## src/design/uart_rf_pkg.sv

```systemverilog
package uart_rf_pkg;

  typedef enum logic [1:0] {
    CMD_BUS_WRITE = 2'd0,
    CMD_BUS_READ  = 2'd1,
    CMD_LINE_RX   = 2'd2,
    CMD_LINE_TX   = 2'd3
  } cmd_t;

  typedef enum logic {
    ST_IDLE,
    ST_EXEC
  } state_t;

  typedef struct packed {
    logic capture;
    logic execute;
  } ctrl_cmd_t;

  localparam logic [2:0] REG_DATA = 3'd0;
  localparam logic [2:0] REG_IER  = 3'd1;
  localparam logic [2:0] REG_IIR  = 3'd2;
  localparam logic [2:0] REG_LCR  = 3'd3;
  localparam logic [2:0] REG_MCR  = 3'd4;
  localparam logic [2:0] REG_LSR  = 3'd5;
  localparam logic [2:0] REG_MSR  = 3'd6;
  localparam logic [2:0] REG_SCR  = 3'd7;

  localparam logic [7:0] LSR_THR_MASK = 8'h60;
  localparam logic [7:0] LSR_ERR_MASK = 8'h1E;
  localparam logic [7:0] LSR_CLR_MASK = 8'h0E;
  localparam logic [7:0] LSR_THRE     = 8'h20;
  localparam logic [7:0] LSR_OVERRUN  = 8'h02;
  localparam logic [7:0] LSR_DR       = 8'h01;
  localparam logic [7:0] LCR_DLAB     = 8'h80;
  localparam logic [7:0] MSR_CTS      = 8'h10;
  localparam logic [7:0] MSR_DCTS     = 8'h01;

  localparam logic [2:0] IIR_LINE  = 3'd6;
  localparam logic [2:0] IIR_RDA   = 3'd4;
  localparam logic [2:0] IIR_THRE  = 3'd2;
  localparam logic [2:0] IIR_NONE  = 3'd1;

endpackage

```

## src/design/uart_rf_ctrl.sv

```systemverilog
module uart_rf_ctrl (
  input  logic                   clk,
  input  logic                   rst,
  input  logic                   in_valid,
  output logic                   in_stall,
  output logic                   out_valid,
  input  logic                   out_stall,
  output uart_rf_pkg::ctrl_cmd_t ctl
);
  import uart_rf_pkg::*;

  state_t state;
  state_t state_next;
  logic   out_valid_next;

  always_ff @(posedge clk) begin
    if (rst) begin
      state     <= ST_IDLE;
      out_valid <= 1'b0;
    end else begin
      state     <= state_next;
      out_valid <= out_valid_next;
    end
  end

  always_comb begin
    state_next     = state;
    out_valid_next = out_valid && out_stall;
    ctl            = '0;
    in_stall       = 1'b1;
    case (state)
      ST_IDLE: begin
        in_stall = 1'b0;
        if (in_valid) begin
          ctl.capture = 1'b1;
          state_next  = ST_EXEC;
        end
      end
      ST_EXEC: begin
        if (!out_valid || !out_stall) begin
          ctl.execute    = 1'b1;
          out_valid_next = 1'b1;
          state_next     = ST_IDLE;
        end
      end
      default: begin
        state_next = ST_IDLE;
      end
    endcase
  end

  a_capture_then_exec: assert property (@(posedge clk) disable iff (rst)
    ctl.capture |=> state == ST_EXEC)
    else $error("capture not followed by exec state");

  a_exec_loads_output: assert property (@(posedge clk) disable iff (rst)
    ctl.execute |=> out_valid)
    else $error("result not presented after execute");

  a_exec_needs_room: assert property (@(posedge clk) disable iff (rst)
    ctl.execute |-> (!out_valid || !out_stall))
    else $error("execute overwrote a pending result");

endmodule

```

## src/design/uart_rf_dp.sv

```systemverilog
module uart_rf_dp #(
  parameter int BUFFER_DEPTH = 256
) (
  input  logic                   clk,
  input  logic                   rst,
  input  uart_rf_pkg::ctrl_cmd_t ctl,
  input  logic                   cfg_we,
  input  logic                   cfg_wdata,
  input  logic [1:0]             command,
  input  logic [2:0]             reg_index,
  input  logic [7:0]             write_data,
  input  logic [7:0]             rx_byte,
  input  logic                   cts_line,
  output logic [7:0]             read_data,
  output logic [7:0]             tx_byte,
  output logic                   tx_valid,
  output logic                   rx_dropped,
  output logic [2:0]             int_ident,
  output logic                   dtr_out,
  output logic                   rts_out,
  output logic [15:0]            divisor_word,
  output logic [7:0]             line_control
);
  import uart_rf_pkg::*;

  localparam int PTR_W = $clog2(BUFFER_DEPTH);

  function automatic logic [PTR_W-1:0] ptr_inc(input logic [PTR_W-1:0] p);
    if (p == PTR_W'(BUFFER_DEPTH - 1)) begin
      ptr_inc = '0;
    end else begin
      ptr_inc = p + 1'b1;
    end
  endfunction

  logic [7:0] tx_mem [BUFFER_DEPTH];
  logic [7:0] rx_mem [BUFFER_DEPTH];

  logic             empty_read_zero;
  logic [7:0]       rbr, ier, lcr, mcr, lsr, msr, scr, dll, dlm;
  logic [2:0]       iir;
  logic [PTR_W-1:0] tx_wr_ptr, tx_rd_ptr, rx_wr_ptr, rx_rd_ptr;

  cmd_t       cap_cmd;
  logic [2:0] cap_idx;
  logic [7:0] cap_wdata, cap_rx, tx_q, rx_q;
  logic       cap_cts;

  logic [7:0] rbr_next, ier_next, lcr_next, mcr_next, lsr_next, msr_next;
  logic [7:0] scr_next, dll_next, dlm_next;
  logic [2:0] iir_next;
  logic [7:0] rdata, txb, lsr_t, msr_nv;
  logic       txv, dropped, tx_push, tx_pop, rx_push, rx_pop, recompute;
  logic       tx_full, tx_full_after, tx_nonempty, rx_full, rx_nonempty, rx_more, dlab;

  assign tx_full       = ptr_inc(tx_wr_ptr) == tx_rd_ptr;
  assign tx_full_after = ptr_inc(ptr_inc(tx_wr_ptr)) == tx_rd_ptr;
  assign tx_nonempty   = tx_wr_ptr != tx_rd_ptr;
  assign rx_full       = ptr_inc(rx_wr_ptr) == rx_rd_ptr;
  assign rx_nonempty   = rx_wr_ptr != rx_rd_ptr;
  assign rx_more       = ptr_inc(rx_rd_ptr) != rx_wr_ptr;
  assign dlab          = (lcr & LCR_DLAB) != 8'h00;

  always_comb begin
    rbr_next  = rbr;
    ier_next  = ier;
    lcr_next  = lcr;
    mcr_next  = mcr;
    lsr_next  = lsr;
    msr_next  = msr;
    scr_next  = scr;
    dll_next  = dll;
    dlm_next  = dlm;
    iir_next  = iir;
    rdata     = 8'h00;
    txb       = 8'h00;
    txv       = 1'b0;
    dropped   = 1'b0;
    tx_push   = 1'b0;
    tx_pop    = 1'b0;
    rx_push   = 1'b0;
    rx_pop    = 1'b0;
    recompute = 1'b0;
    lsr_t     = lsr;
    msr_nv    = (msr & ~(MSR_CTS | MSR_DCTS)) | (cap_cts ? MSR_CTS : 8'h00);
    msr_nv    = msr_nv | (((msr ^ msr_nv) & MSR_CTS) != 8'h00 ? MSR_DCTS : 8'h00);
    case (cap_cmd)
      CMD_BUS_WRITE: begin
        if (cap_idx == REG_IIR || cap_idx == REG_LSR || cap_idx == REG_MSR) begin
          recompute = 1'b0;
        end else if (dlab && cap_idx == REG_DATA) begin
          dll_next = cap_wdata;
        end else if (dlab && cap_idx == REG_IER) begin
          dlm_next = cap_wdata;
        end else if (cap_idx == REG_DATA) begin
          lsr_t = lsr & ~LSR_THR_MASK;
          if (tx_full) begin
            lsr_t = lsr_t | LSR_OVERRUN;
          end else begin
            tx_push = 1'b1;
            if (!tx_full_after) lsr_t = lsr_t | LSR_THR_MASK;
          end
          lsr_next  = lsr_t;
          recompute = 1'b1;
        end else begin
          case (cap_idx)
            REG_IER: ier_next = cap_wdata;
            REG_LCR: lcr_next = cap_wdata;
            REG_MCR: mcr_next = cap_wdata;
            REG_SCR: scr_next = cap_wdata;
            default: scr_next = scr;
          endcase
        end
      end
      CMD_BUS_READ: begin
        if (dlab && cap_idx == REG_DATA) begin
          rdata = dll;
        end else if (dlab && cap_idx == REG_IER) begin
          rdata = dlm;
        end else begin
          case (cap_idx)
            REG_DATA: begin
              rdata = empty_read_zero ? 8'h00 : rbr;
              if (rx_nonempty) begin
                rbr_next = rx_q;
                rdata    = rx_q;
                rx_pop   = 1'b1;
              end
              lsr_next  = (lsr & ~LSR_DR) | ((rx_nonempty && rx_more) ? LSR_DR : 8'h00);
              recompute = 1'b1;
            end
            REG_IER: rdata = ier;
            REG_IIR: rdata = {5'd0, iir};
            REG_LCR: rdata = lcr;
            REG_MCR: rdata = mcr;
            REG_LSR: begin
              rdata     = lsr;
              lsr_next  = lsr & ~LSR_CLR_MASK;
              recompute = 1'b1;
            end
            REG_MSR: begin
              rdata    = msr_nv;
              msr_next = msr_nv;
            end
            REG_SCR: rdata = scr;
            default: rdata = 8'h00;
          endcase
        end
      end
      CMD_LINE_RX: begin
        lsr_t = lsr;
        if (rx_full) begin
          dropped = 1'b1;
          lsr_t   = lsr_t | LSR_OVERRUN;
        end else begin
          rx_push = 1'b1;
        end
        if (!tx_full) lsr_t = lsr_t | LSR_THR_MASK;
        lsr_next  = lsr_t | LSR_DR;
        recompute = 1'b1;
      end
      CMD_LINE_TX: begin
        if (tx_nonempty) begin
          txb    = tx_q;
          txv    = 1'b1;
          tx_pop = 1'b1;
        end
        lsr_next  = lsr | LSR_THR_MASK | (rx_nonempty ? LSR_DR : 8'h00);
        recompute = 1'b1;
      end
      default: begin
        recompute = 1'b0;
      end
    endcase
    if (recompute) begin
      msr_next = (msr_next & ~MSR_CTS)
                 | (((lsr_next & LSR_THRE) != 8'h00) ? MSR_CTS : 8'h00);
      if ((lsr_next & LSR_ERR_MASK) != 8'h00) begin
        iir_next = IIR_LINE;
      end else if ((lsr_next & LSR_DR) != 8'h00) begin
        iir_next = IIR_RDA;
      end else if ((lsr_next & LSR_THRE) != 8'h00) begin
        iir_next = IIR_THRE;
      end else begin
        iir_next = IIR_NONE;
      end
    end
  end

  always_ff @(posedge clk) begin
    if (rst) begin
      empty_read_zero <= 1'b0;
      rbr       <= 8'h00;
      ier       <= 8'h00;
      iir       <= 3'd0;
      lcr       <= 8'h00;
      mcr       <= 8'h00;
      lsr       <= 8'h00;
      msr       <= 8'h00;
      scr       <= 8'h00;
      dll       <= 8'h00;
      dlm       <= 8'h00;
      tx_wr_ptr <= '0;
      tx_rd_ptr <= '0;
      rx_wr_ptr <= '0;
      rx_rd_ptr <= '0;
    end else begin
      if (cfg_we) empty_read_zero <= cfg_wdata;
      if (ctl.execute) begin
        rbr <= rbr_next;
        ier <= ier_next;
        iir <= iir_next;
        lcr <= lcr_next;
        mcr <= mcr_next;
        lsr <= lsr_next;
        msr <= msr_next;
        scr <= scr_next;
        dll <= dll_next;
        dlm <= dlm_next;
        if (tx_push) tx_wr_ptr <= ptr_inc(tx_wr_ptr);
        if (tx_pop)  tx_rd_ptr <= ptr_inc(tx_rd_ptr);
        if (rx_push) rx_wr_ptr <= ptr_inc(rx_wr_ptr);
        if (rx_pop)  rx_rd_ptr <= ptr_inc(rx_rd_ptr);
      end
    end
  end

  always_ff @(posedge clk) begin
    if (ctl.capture) begin
      cap_cmd   <= cmd_t'(command);
      cap_idx   <= reg_index;
      cap_wdata <= write_data;
      cap_rx    <= rx_byte;
      cap_cts   <= cts_line;
      tx_q      <= tx_mem[tx_rd_ptr];
      rx_q      <= rx_mem[rx_rd_ptr];
    end
    if (ctl.execute) begin
      read_data  <= rdata;
      tx_byte    <= txb;
      tx_valid   <= txv;
      rx_dropped <= dropped;
    end
  end

  always_ff @(posedge clk) begin
    if (ctl.execute && tx_push) tx_mem[tx_wr_ptr] <= cap_wdata;
    if (ctl.execute && rx_push) rx_mem[rx_wr_ptr] <= cap_rx;
  end

  assign int_ident    = iir;
  assign dtr_out      = mcr[0];
  assign rts_out      = mcr[1];
  assign divisor_word = {dlm, dll};
  assign line_control = lcr;

  a_ptrs_move_on_exec: assert property (@(posedge clk) disable iff (rst)
    !ctl.execute |=> $stable(tx_wr_ptr) && $stable(tx_rd_ptr)
                     && $stable(rx_wr_ptr) && $stable(rx_rd_ptr))
    else $error("ring pointer moved outside execute");

  a_rx_overrun_flag: assert property (@(posedge clk) disable iff (rst)
    ctl.execute && cap_cmd == CMD_LINE_RX && rx_full |=> lsr[1] && rx_dropped)
    else $error("receive overrun not flagged");

  a_tx_holding_empty: assert property (@(posedge clk) disable iff (rst)
    ctl.execute && cap_cmd == CMD_LINE_TX |=> lsr[5] && lsr[6] && iir != IIR_NONE)
    else $error("holding empty flags not set after send request");

endmodule

```

## src/design/uart_register_file_with_fifos_unit.sv

```systemverilog
// UART register file (16550 map) with transmit and receive ring buffers.
// Input channel: in_valid/in_stall carry one event per transfer: a bus write,
// a bus read, a received line byte or a line send request (command,
// reg_index, write_data, rx_byte, cts_line).
// Output channel: out_valid/out_stall carry one result per event: read_data,
// tx_byte/tx_valid, rx_dropped, and the current int_ident, dtr_out, rts_out,
// divisor_word and line_control.
// cfg_we/cfg_wdata write the empty_read_zero bit; change it only while idle.
// Each accepted event passes a capture step (registered read of the ring
// memories) and then an execute step (register update) once the output is
// free; a new event is taken only after the last one has been executed.
// While a result waits under out_stall, the next event is still taken and
// held in the execute step; in_stall stays high until the output frees up.
// Reset (rst, synchronous) clears the UART registers, empty_read_zero, out_valid
// and the ring pointers; the capture and result registers and ring contents are
// not cleared, and the rings need no clearing pass. Each ring holds up to BUFFER_DEPTH-1 bytes.
module uart_register_file_with_fifos_unit #(
  parameter int BUFFER_DEPTH = 256
) (
  input  logic        clk,
  input  logic        rst,
  input  logic        in_valid,
  output logic        in_stall,
  input  logic [1:0]  command,
  input  logic [2:0]  reg_index,
  input  logic [7:0]  write_data,
  input  logic [7:0]  rx_byte,
  input  logic        cts_line,
  output logic        out_valid,
  input  logic        out_stall,
  output logic [7:0]  read_data,
  output logic [7:0]  tx_byte,
  output logic        tx_valid,
  output logic        rx_dropped,
  output logic [2:0]  int_ident,
  output logic        dtr_out,
  output logic        rts_out,
  output logic [15:0] divisor_word,
  output logic [7:0]  line_control,
  input  logic        cfg_we,
  input  logic        cfg_wdata
);
  import uart_rf_pkg::*;

  ctrl_cmd_t ctl;

  uart_rf_ctrl u_ctrl (
    .clk       (clk),
    .rst       (rst),
    .in_valid  (in_valid),
    .in_stall  (in_stall),
    .out_valid (out_valid),
    .out_stall (out_stall),
    .ctl       (ctl)
  );

  uart_rf_dp #(
    .BUFFER_DEPTH (BUFFER_DEPTH)
  ) u_dp (
    .clk          (clk),
    .rst          (rst),
    .ctl          (ctl),
    .cfg_we       (cfg_we),
    .cfg_wdata    (cfg_wdata),
    .command      (command),
    .reg_index    (reg_index),
    .write_data   (write_data),
    .rx_byte      (rx_byte),
    .cts_line     (cts_line),
    .read_data    (read_data),
    .tx_byte      (tx_byte),
    .tx_valid     (tx_valid),
    .rx_dropped   (rx_dropped),
    .int_ident    (int_ident),
    .dtr_out      (dtr_out),
    .rts_out      (rts_out),
    .divisor_word (divisor_word),
    .line_control (line_control)
  );

endmodule
```

## config.mk

```make
export PLATFORM = sky130hd
export DESIGN_NAME = uart_register_file_with_fifos_unit
export DESIGN_NICKNAME = d
export VERILOG_FILES = /design/src/design/uart_rf_pkg.sv /design/src/design/uart_rf_ctrl.sv /design/src/design/uart_rf_dp.sv /design/src/design/uart_register_file_with_fifos_unit.sv
export SDC_FILE = /design/constraint.sdc
export NUM_CORES = 2
export LEC_CHECK = 0
export ABC_AREA = 1
export BUFFER_PORTS_ARGS = -buffer_cell sky130_fd_sc_hd__buf_4
export CORE_UTILIZATION = 54
export DETAILED_ROUTE_END_ITERATION = 10
export PLACE_DENSITY = 0.69
export SLEW_MARGIN = 20
export SYNTH_ARGS = -nofsm -noshare
export SYNTH_HDL_FRONTEND = slang
export SYNTH_SLANG_ARGS = --single-unit
```

## constraint.sdc

```tcl
create_clock -name clk -period 5.63 [get_ports clk]
set_input_delay 0 -clock clk [delete_from_list [all_inputs] [get_ports clk]]
set_output_delay 0 -clock clk [all_outputs]
set_load 0.01 [all_outputs]
```

After elaboration in Yosys (flattened, before gate mapping)
Memories as Yosys holds them, arrays and structs flattened. A register that Yosys moved wholly into a read port is not among the register bits.
Index checks and enable logic that the tools add are counted.
{"block": "word_totals", "register_bits": 150, "ramBits": 4096, "input_bits": 28, "output_inout_bits": 49, "elab_cells": 186, "n_memories": 2}
{"name": "u_dp.rx_mem", "depth": 256, "width": 8, "rd": 1, "rd_clocked_by_memory_dff": 1, "wr": 1, "line": "uart_rf_dp.sv:37", "text": "logic [7:0] rx_mem [BUFFER_DEPTH];"}
{"name": "u_dp.tx_mem", "depth": 256, "width": 8, "rd": 1, "rd_clocked_by_memory_dff": 1, "wr": 1, "line": "uart_rf_dp.sv:36", "text": "logic [7:0] tx_mem [BUFFER_DEPTH];"}
{"block": "classes", "addsub": 5, "n_eq_ne": 32, "n_mux": 72, "bitwise": 12, "reduce_logical": 34}
{"cell": "$mux 8", "n": 20}
{"cell": "$pmux 8 s8", "n": 1}
{"cell": "$add 8x1->8 const B", "n": 5}
{"cell": "$eq 8x8->1 const B", "n": 5}
{"cell": "$mux 1", "n": 38}
{"cell": "$pmux 8 s4", "n": 1}
{"cell": "$reduce_and 7->1", "n": 4}
{"cell": "$eq 8x8->1", "n": 3}
{"cell": "$ne 8x8->1", "n": 3}
{"cell": "$or 8x1->8", "n": 3}
{"cell": "$mux 7", "n": 3}
{"cell": "$pmux 8 s2", "n": 1}
{"cell": "$ne 2x2->1 const B", "n": 7}
{"cell": "$eq 3x3->1 const B", "n": 4}
{"cell": "$reduce_and 2->1", "n": 6}
{"cell": "$reduce_and 6->1", "n": 2}
{"cell": "$mux 5", "n": 2}
{"cell": "$reduce_and 10->1", "n": 1}
{"cell": "$reduce_and 5->1", "n": 2}
{"cell": "$ne 2x1->1 const B", "n": 4}
{"cell": "$or 8x5->8", "n": 1}
{"cell": "$or 8x8->8", "n": 1}
{"cell": "$reduce_bool 8->1", "n": 1}
{"cell": "$eq 3x2->1 const B", "n": 2}
{"cell": "other kinds (17)", "n": 35}

Longest topological paths before layout
{"block": "depth", "depth_word": 15, "ltp_mapped": 19, "depth_no_buf": 19}

Cells and area by module
Synthesis repeated with hierarchy kept, for this count alone.
{"block": "hier_totals", "hier_cells": 13273, "area_unflattened_um2": 169426.2}
{"mod": "uart_rf_dp", "n_inst": 1, "cells_per_inst": 13263, "area_per_inst_um2": 169346.2}
{"mod": "uart_rf_ctrl", "n_inst": 1, "cells_per_inst": 10, "area_per_inst_um2": 80.1}

Least setup slack after synthesis
Ideal clock, no wire load.
{"block": "synth_path", "path_kind": "reg2reg", "from": "reg u_dp.cap_wdata[1]", "to": "mem u_dp.tx_mem[0][1] (data pin)", "setup_time_ps": 836, "arrival_ps": 3318, "slack_ps": 1476, "stages_incl_launch_ff": 1, "n_path_buf": 0, "synth_period_minus_slack_ps": 4154, "cell_sequence": "edfxtp_1"}
{"item": "start: declaration", "line": "uart_rf_dp.sv:46", "text": "logic [7:0] cap_wdata, cap_rx, tx_q, rx_q;"}
{"item": "start signal: assignment", "line": "uart_rf_dp.sv:232", "text": "cap_wdata <= write_data;"}
{"item": "end: declaration", "line": "uart_rf_dp.sv:36"}
No word-level cell before the write port.

Worst setup path after layout
{"block": "layout_path", "from": "reg u_dp.tx_wr_ptr[0]", "to": "mem u_dp.tx_mem[248][4] (enable)"}
{"block": "layout_via", "elab_chain_len": 12, "elab_cells_between_ends": 13}
{"item": "start: declaration", "line": "uart_rf_dp.sv:42", "text": "logic [PTR_W-1:0] tx_wr_ptr, tx_rd_ptr, rx_wr_ptr, rx_rd_ptr;"}
{"item": "start signal: assignment", "line": "uart_rf_dp.sv:220", "text": "if (tx_push) tx_wr_ptr <= ptr_inc(tx_wr_ptr);"}
{"item": "$add 8x1->8 or $eq 8x8->1 (tied branches)", "line": "uart_rf_dp.sv:32, uart_rf_dp.sv:29"}
{"item": "$mux 8", "line": "uart_rf_dp.sv:29", "text": "if (p == PTR_W'(BUFFER_DEPTH - 1)) begin"}
{"item": "$eq 8x8->1", "line": "uart_rf_dp.sv:56", "text": "assign tx_full = ptr_inc(tx_wr_ptr) == tx_rd_ptr;"}
{"item": "$mux 1", "line": "uart_rf_dp.sv:97", "text": "if (tx_full) begin"}
{"item": "$mux 1", "line": "uart_rf_dp.sv:95", "text": "end else if (cap_idx == REG_DATA) begin"}
{"item": "$mux 1", "line": "uart_rf_dp.sv:93", "text": "end else if (dlab && cap_idx == REG_IER) begin"}
{"item": "$mux 1", "line": "uart_rf_dp.sv:91", "text": "end else if (dlab && cap_idx == REG_DATA) begin"}
{"item": "$mux 1", "line": "uart_rf_dp.sv:89", "text": "if (cap_idx == REG_IIR || cap_idx == REG_LSR || cap_idx == REG_MSR) begin"}
{"item": "$mux 1", "line": "uart_rf_dp.sv:87", "text": "case (cap_cmd)"}
{"item": "$logic_and 1x1->1", "line": "uart_rf_dp.sv:247", "text": "if (ctl.execute && tx_push) tx_mem[tx_wr_ptr] <= cap_wdata;"}
{"item": "$mux 1", "line": "uart_rf_dp.sv:247"}
{"item": "$mux 1 (not written as such)", "line": "uart_rf_dp.sv:247"}
Parallel ways exist; a longest one is shown, timed or not.

==> results.tsv <==
metric	value	unit
Worst EP arrival	5.12	ns
Final ANT Viol Nets	0	
clk buf depth	4	
Setup violations, final	0	
# IOs	77	
total chip power	64.0	mW
FILL cells	23826	
Slew @ Worst Pin	1.15	ns
total setup buffers inserted after CTS	0	
syn_nets	13462	
post-layout minimum cycle time	4.56	ns
P per Cell Area	341	mW/mm²
detailed placement HPWL	281	mm
VDD IR max	273	µV
Max Fclk	219	MHz
Most Frequent Cell on Critical Path	nand2_1	
Critical Path Max Stage Delay	0.69	ns
most frequent cells in the layout	4,152 x edfxtp_1, 2,766 x nor2_1, 2,205 x o21ai_0	
Port Buffers	76	
Cell variety after synth	51	
row cnt	205	
worst skew pair latency	0.99	ns
total track usage	0.302	
most common cell after layout, fill and taps aside	edfxtp_1	
Finished Layout Cells	17680	
vias per cell	6.43	
gp weighted congestion	0.942	
placed cell count	16860	
Comb pwr share	0.021	
Hold WS	0.0750	ns
WS Path Type	flip-flop to flip-flop	
sequential power share	0.546	
Root Buffer	clkbuf_16	
Setup crit end kind	flip-flop	
NetSw	13.2	mW
vias	113626	
cell area after synthesis	0.169	mm²
maxcap violations	0	
starting density of the core	0.543	
CTS clk-pin slew, worst paths	0.06	ns
Max stage delay cell, worst path	nand2_1	
critical path required time	6.19	ns
router iterations before antenna repair	7	
DR iter-0 viols	17027	
ys async rst share	0	
routed length per instance	27.5	µm
CTS tree	done	
Sw Share	0.207	
EDFF count, synth	4152	
Clock Power Share	0.433	
element type at the critical path start	flip-flop	
vias in the first global route	110013	
count of pins over their slew limit	0	
YS warnings	0	
DRC errors left	0	
clk sinks	4255	
initial antenna violation count	11	
final clock skew	0.0636	ns
largest net degree at the start of global routing	236	
TritonCTS buffer count	412	
H-tree depth	5	
period utilization	0.810	
Gate Count Post-Synth	13423	
post-cts resize count	0	
die width	562	µm
syn avg cell area	12.6	µm²
area of the multi-input gates	0.0382	mm²
Register Area	0.127	mm²
Area growth, synth to finish	10.7	%
drt total wl	486	mm
Die Ht	562	µm
top flop regs	u_dp.rx_mem (2048), u_dp.tx_mem (2048)	
CP Cell Sequence	ha_1 -> inv_2 -> nor2_4 -> nand2_4 -> nand2_1 -> nand2_1 -> nand3_1 -> nor2_1 -> nand3_2 -> nand2_1 -> inv_2 -> nand2_4 -> nor2_2 -> nand2_1 -> buf_4 -> nor2_1	
Hold Path Class	input pin to flip-flop	
die area	0.316	mm²
Lkg Pwr	60.8	nW
total grt overflow	0	
unrepaired setup endpoints after global routing	false	
core area	0.312	mm²
Synth Flop Type	edfxtp_1	
Synth Register Bits	4255	
global-route wire length before repair	713	mm
sequential share of the synthesized area	0.748	
Critical Path Fanout Max	20	
Layout Nets	13229	
final setup TNS	0	ns
run status	finished, final reports clean	
relative slew slack	0.228	
Int Pwr	50.7	mW
share of layout cells above drive strength 1	0.0708	
final hold vios	0	
-- critical path: cells and delay by family (launching register included) --
kind	cells	cell delay, ns
fa+ha+maj	1	0.34
buf+inv	3	0.73
flops	1	0.47
simple gates	12	2.60
-- what timing repair did --
item                                    4_1_cts  5_1_grt
endpoints found under the hold margin        88        0
hold buffers                                 56        0
endpoints found under the setup margin        0        0
-- kinds of logic after synthesis --
family                     count (synthesis)  share of synthesized area
buffers and inverters                   1148                     0.0269
DFF                                     4255                      0.748
xor gates and xnor gates                  20                    0.00103
and+or+nand+nor                         4450                      0.106
AOI/OAI and AO/OA                       3539                      0.117
adders and majority gates                 11                   0.000812
-- power groups by stage --
stage,sequential (mW),clock (mW),combinational [mW]
floorplan,35.9,0,0.287
global placement,35.6,0,1.30
detailed placement,35.6,0,1.30
CTS,34.9,27.9,1.33
global route,34.9,29.0,1.40
finish,34.9,27.7,1.35
-- Yosys cell counts, types with 15 or more instances --
cell      instances  area share
inv_1           151      0.0033
a31oi_1          27      0.0010
dfxtp_1         103       0.012
buf_2           126      0.0037
nor3_1           17     0.00050
nand2_1         902       0.020
nor2_1         2768       0.061
nand4_1          29      0.0011
o21ai_0        2205       0.065
nand3_1         694       0.021
o211ai_1         63      0.0028
edfxtp_1       4152        0.74
xor2_1           15     0.00078
o22ai_1         793       0.029
clkbuf_1        758       0.017
buf_1            73      0.0016
o221ai_1        231       0.012
a21oi_1         179      0.0053
-- final timing paths --
check,start,end,slack [ns],depth (start not counted)
hold reg to reg,u_dp.lsr[7],u_dp.lsr[7],0.44,2
setup reg to reg,u_dp.tx_wr_ptr[0],u_dp.tx_mem[248][4],1.07,16
setup / recovery,u_dp.tx_wr_ptr[0],u_dp.tx_mem[248][4],1.07,16
hold / removal,rst,u_dp.int_ident[0],0.07,3
-- final cells by class --
class                           instances  share of cell area
Timing Repair Buffer                  325              0.0172
Multi-Input combinational cell       8020               0.204
Sequential cell                      4255               0.676
Tap cell                             4140              0.0276
Clock buffer                          477              0.0568
Antenna cell                            7           0.0000934
Inverter                              176             0.00379
Clock inverter                        280              0.0152
-- layer usage --
layer / global-route usage / vias up / share of wire
met5: 0 / - / 0.00022
met4: 0.171 / 16 / 0.063
met3: 0.0483 / 1394 / 0.099
met2: 0.481 / 7289 / 0.47
met1: 0.398 / 55711 / 0.37
li1: - / 49216 / -
-- metrics by stage --
stage | worst slack, ns | cell area, µm² | utilization
final | 1.07 | 188000 | 0.601
after detailed placement | 1.19 | 174000 | 0.556
after global routing | 0.814 | 188000 | 0.601
after floorplan | 1.48 | 169000 | -
after global placement | 1.19 | 174000 | 0.556
after CTS | 1.16 | 188000 | 0.601
(Power assumes the default switching activity.)
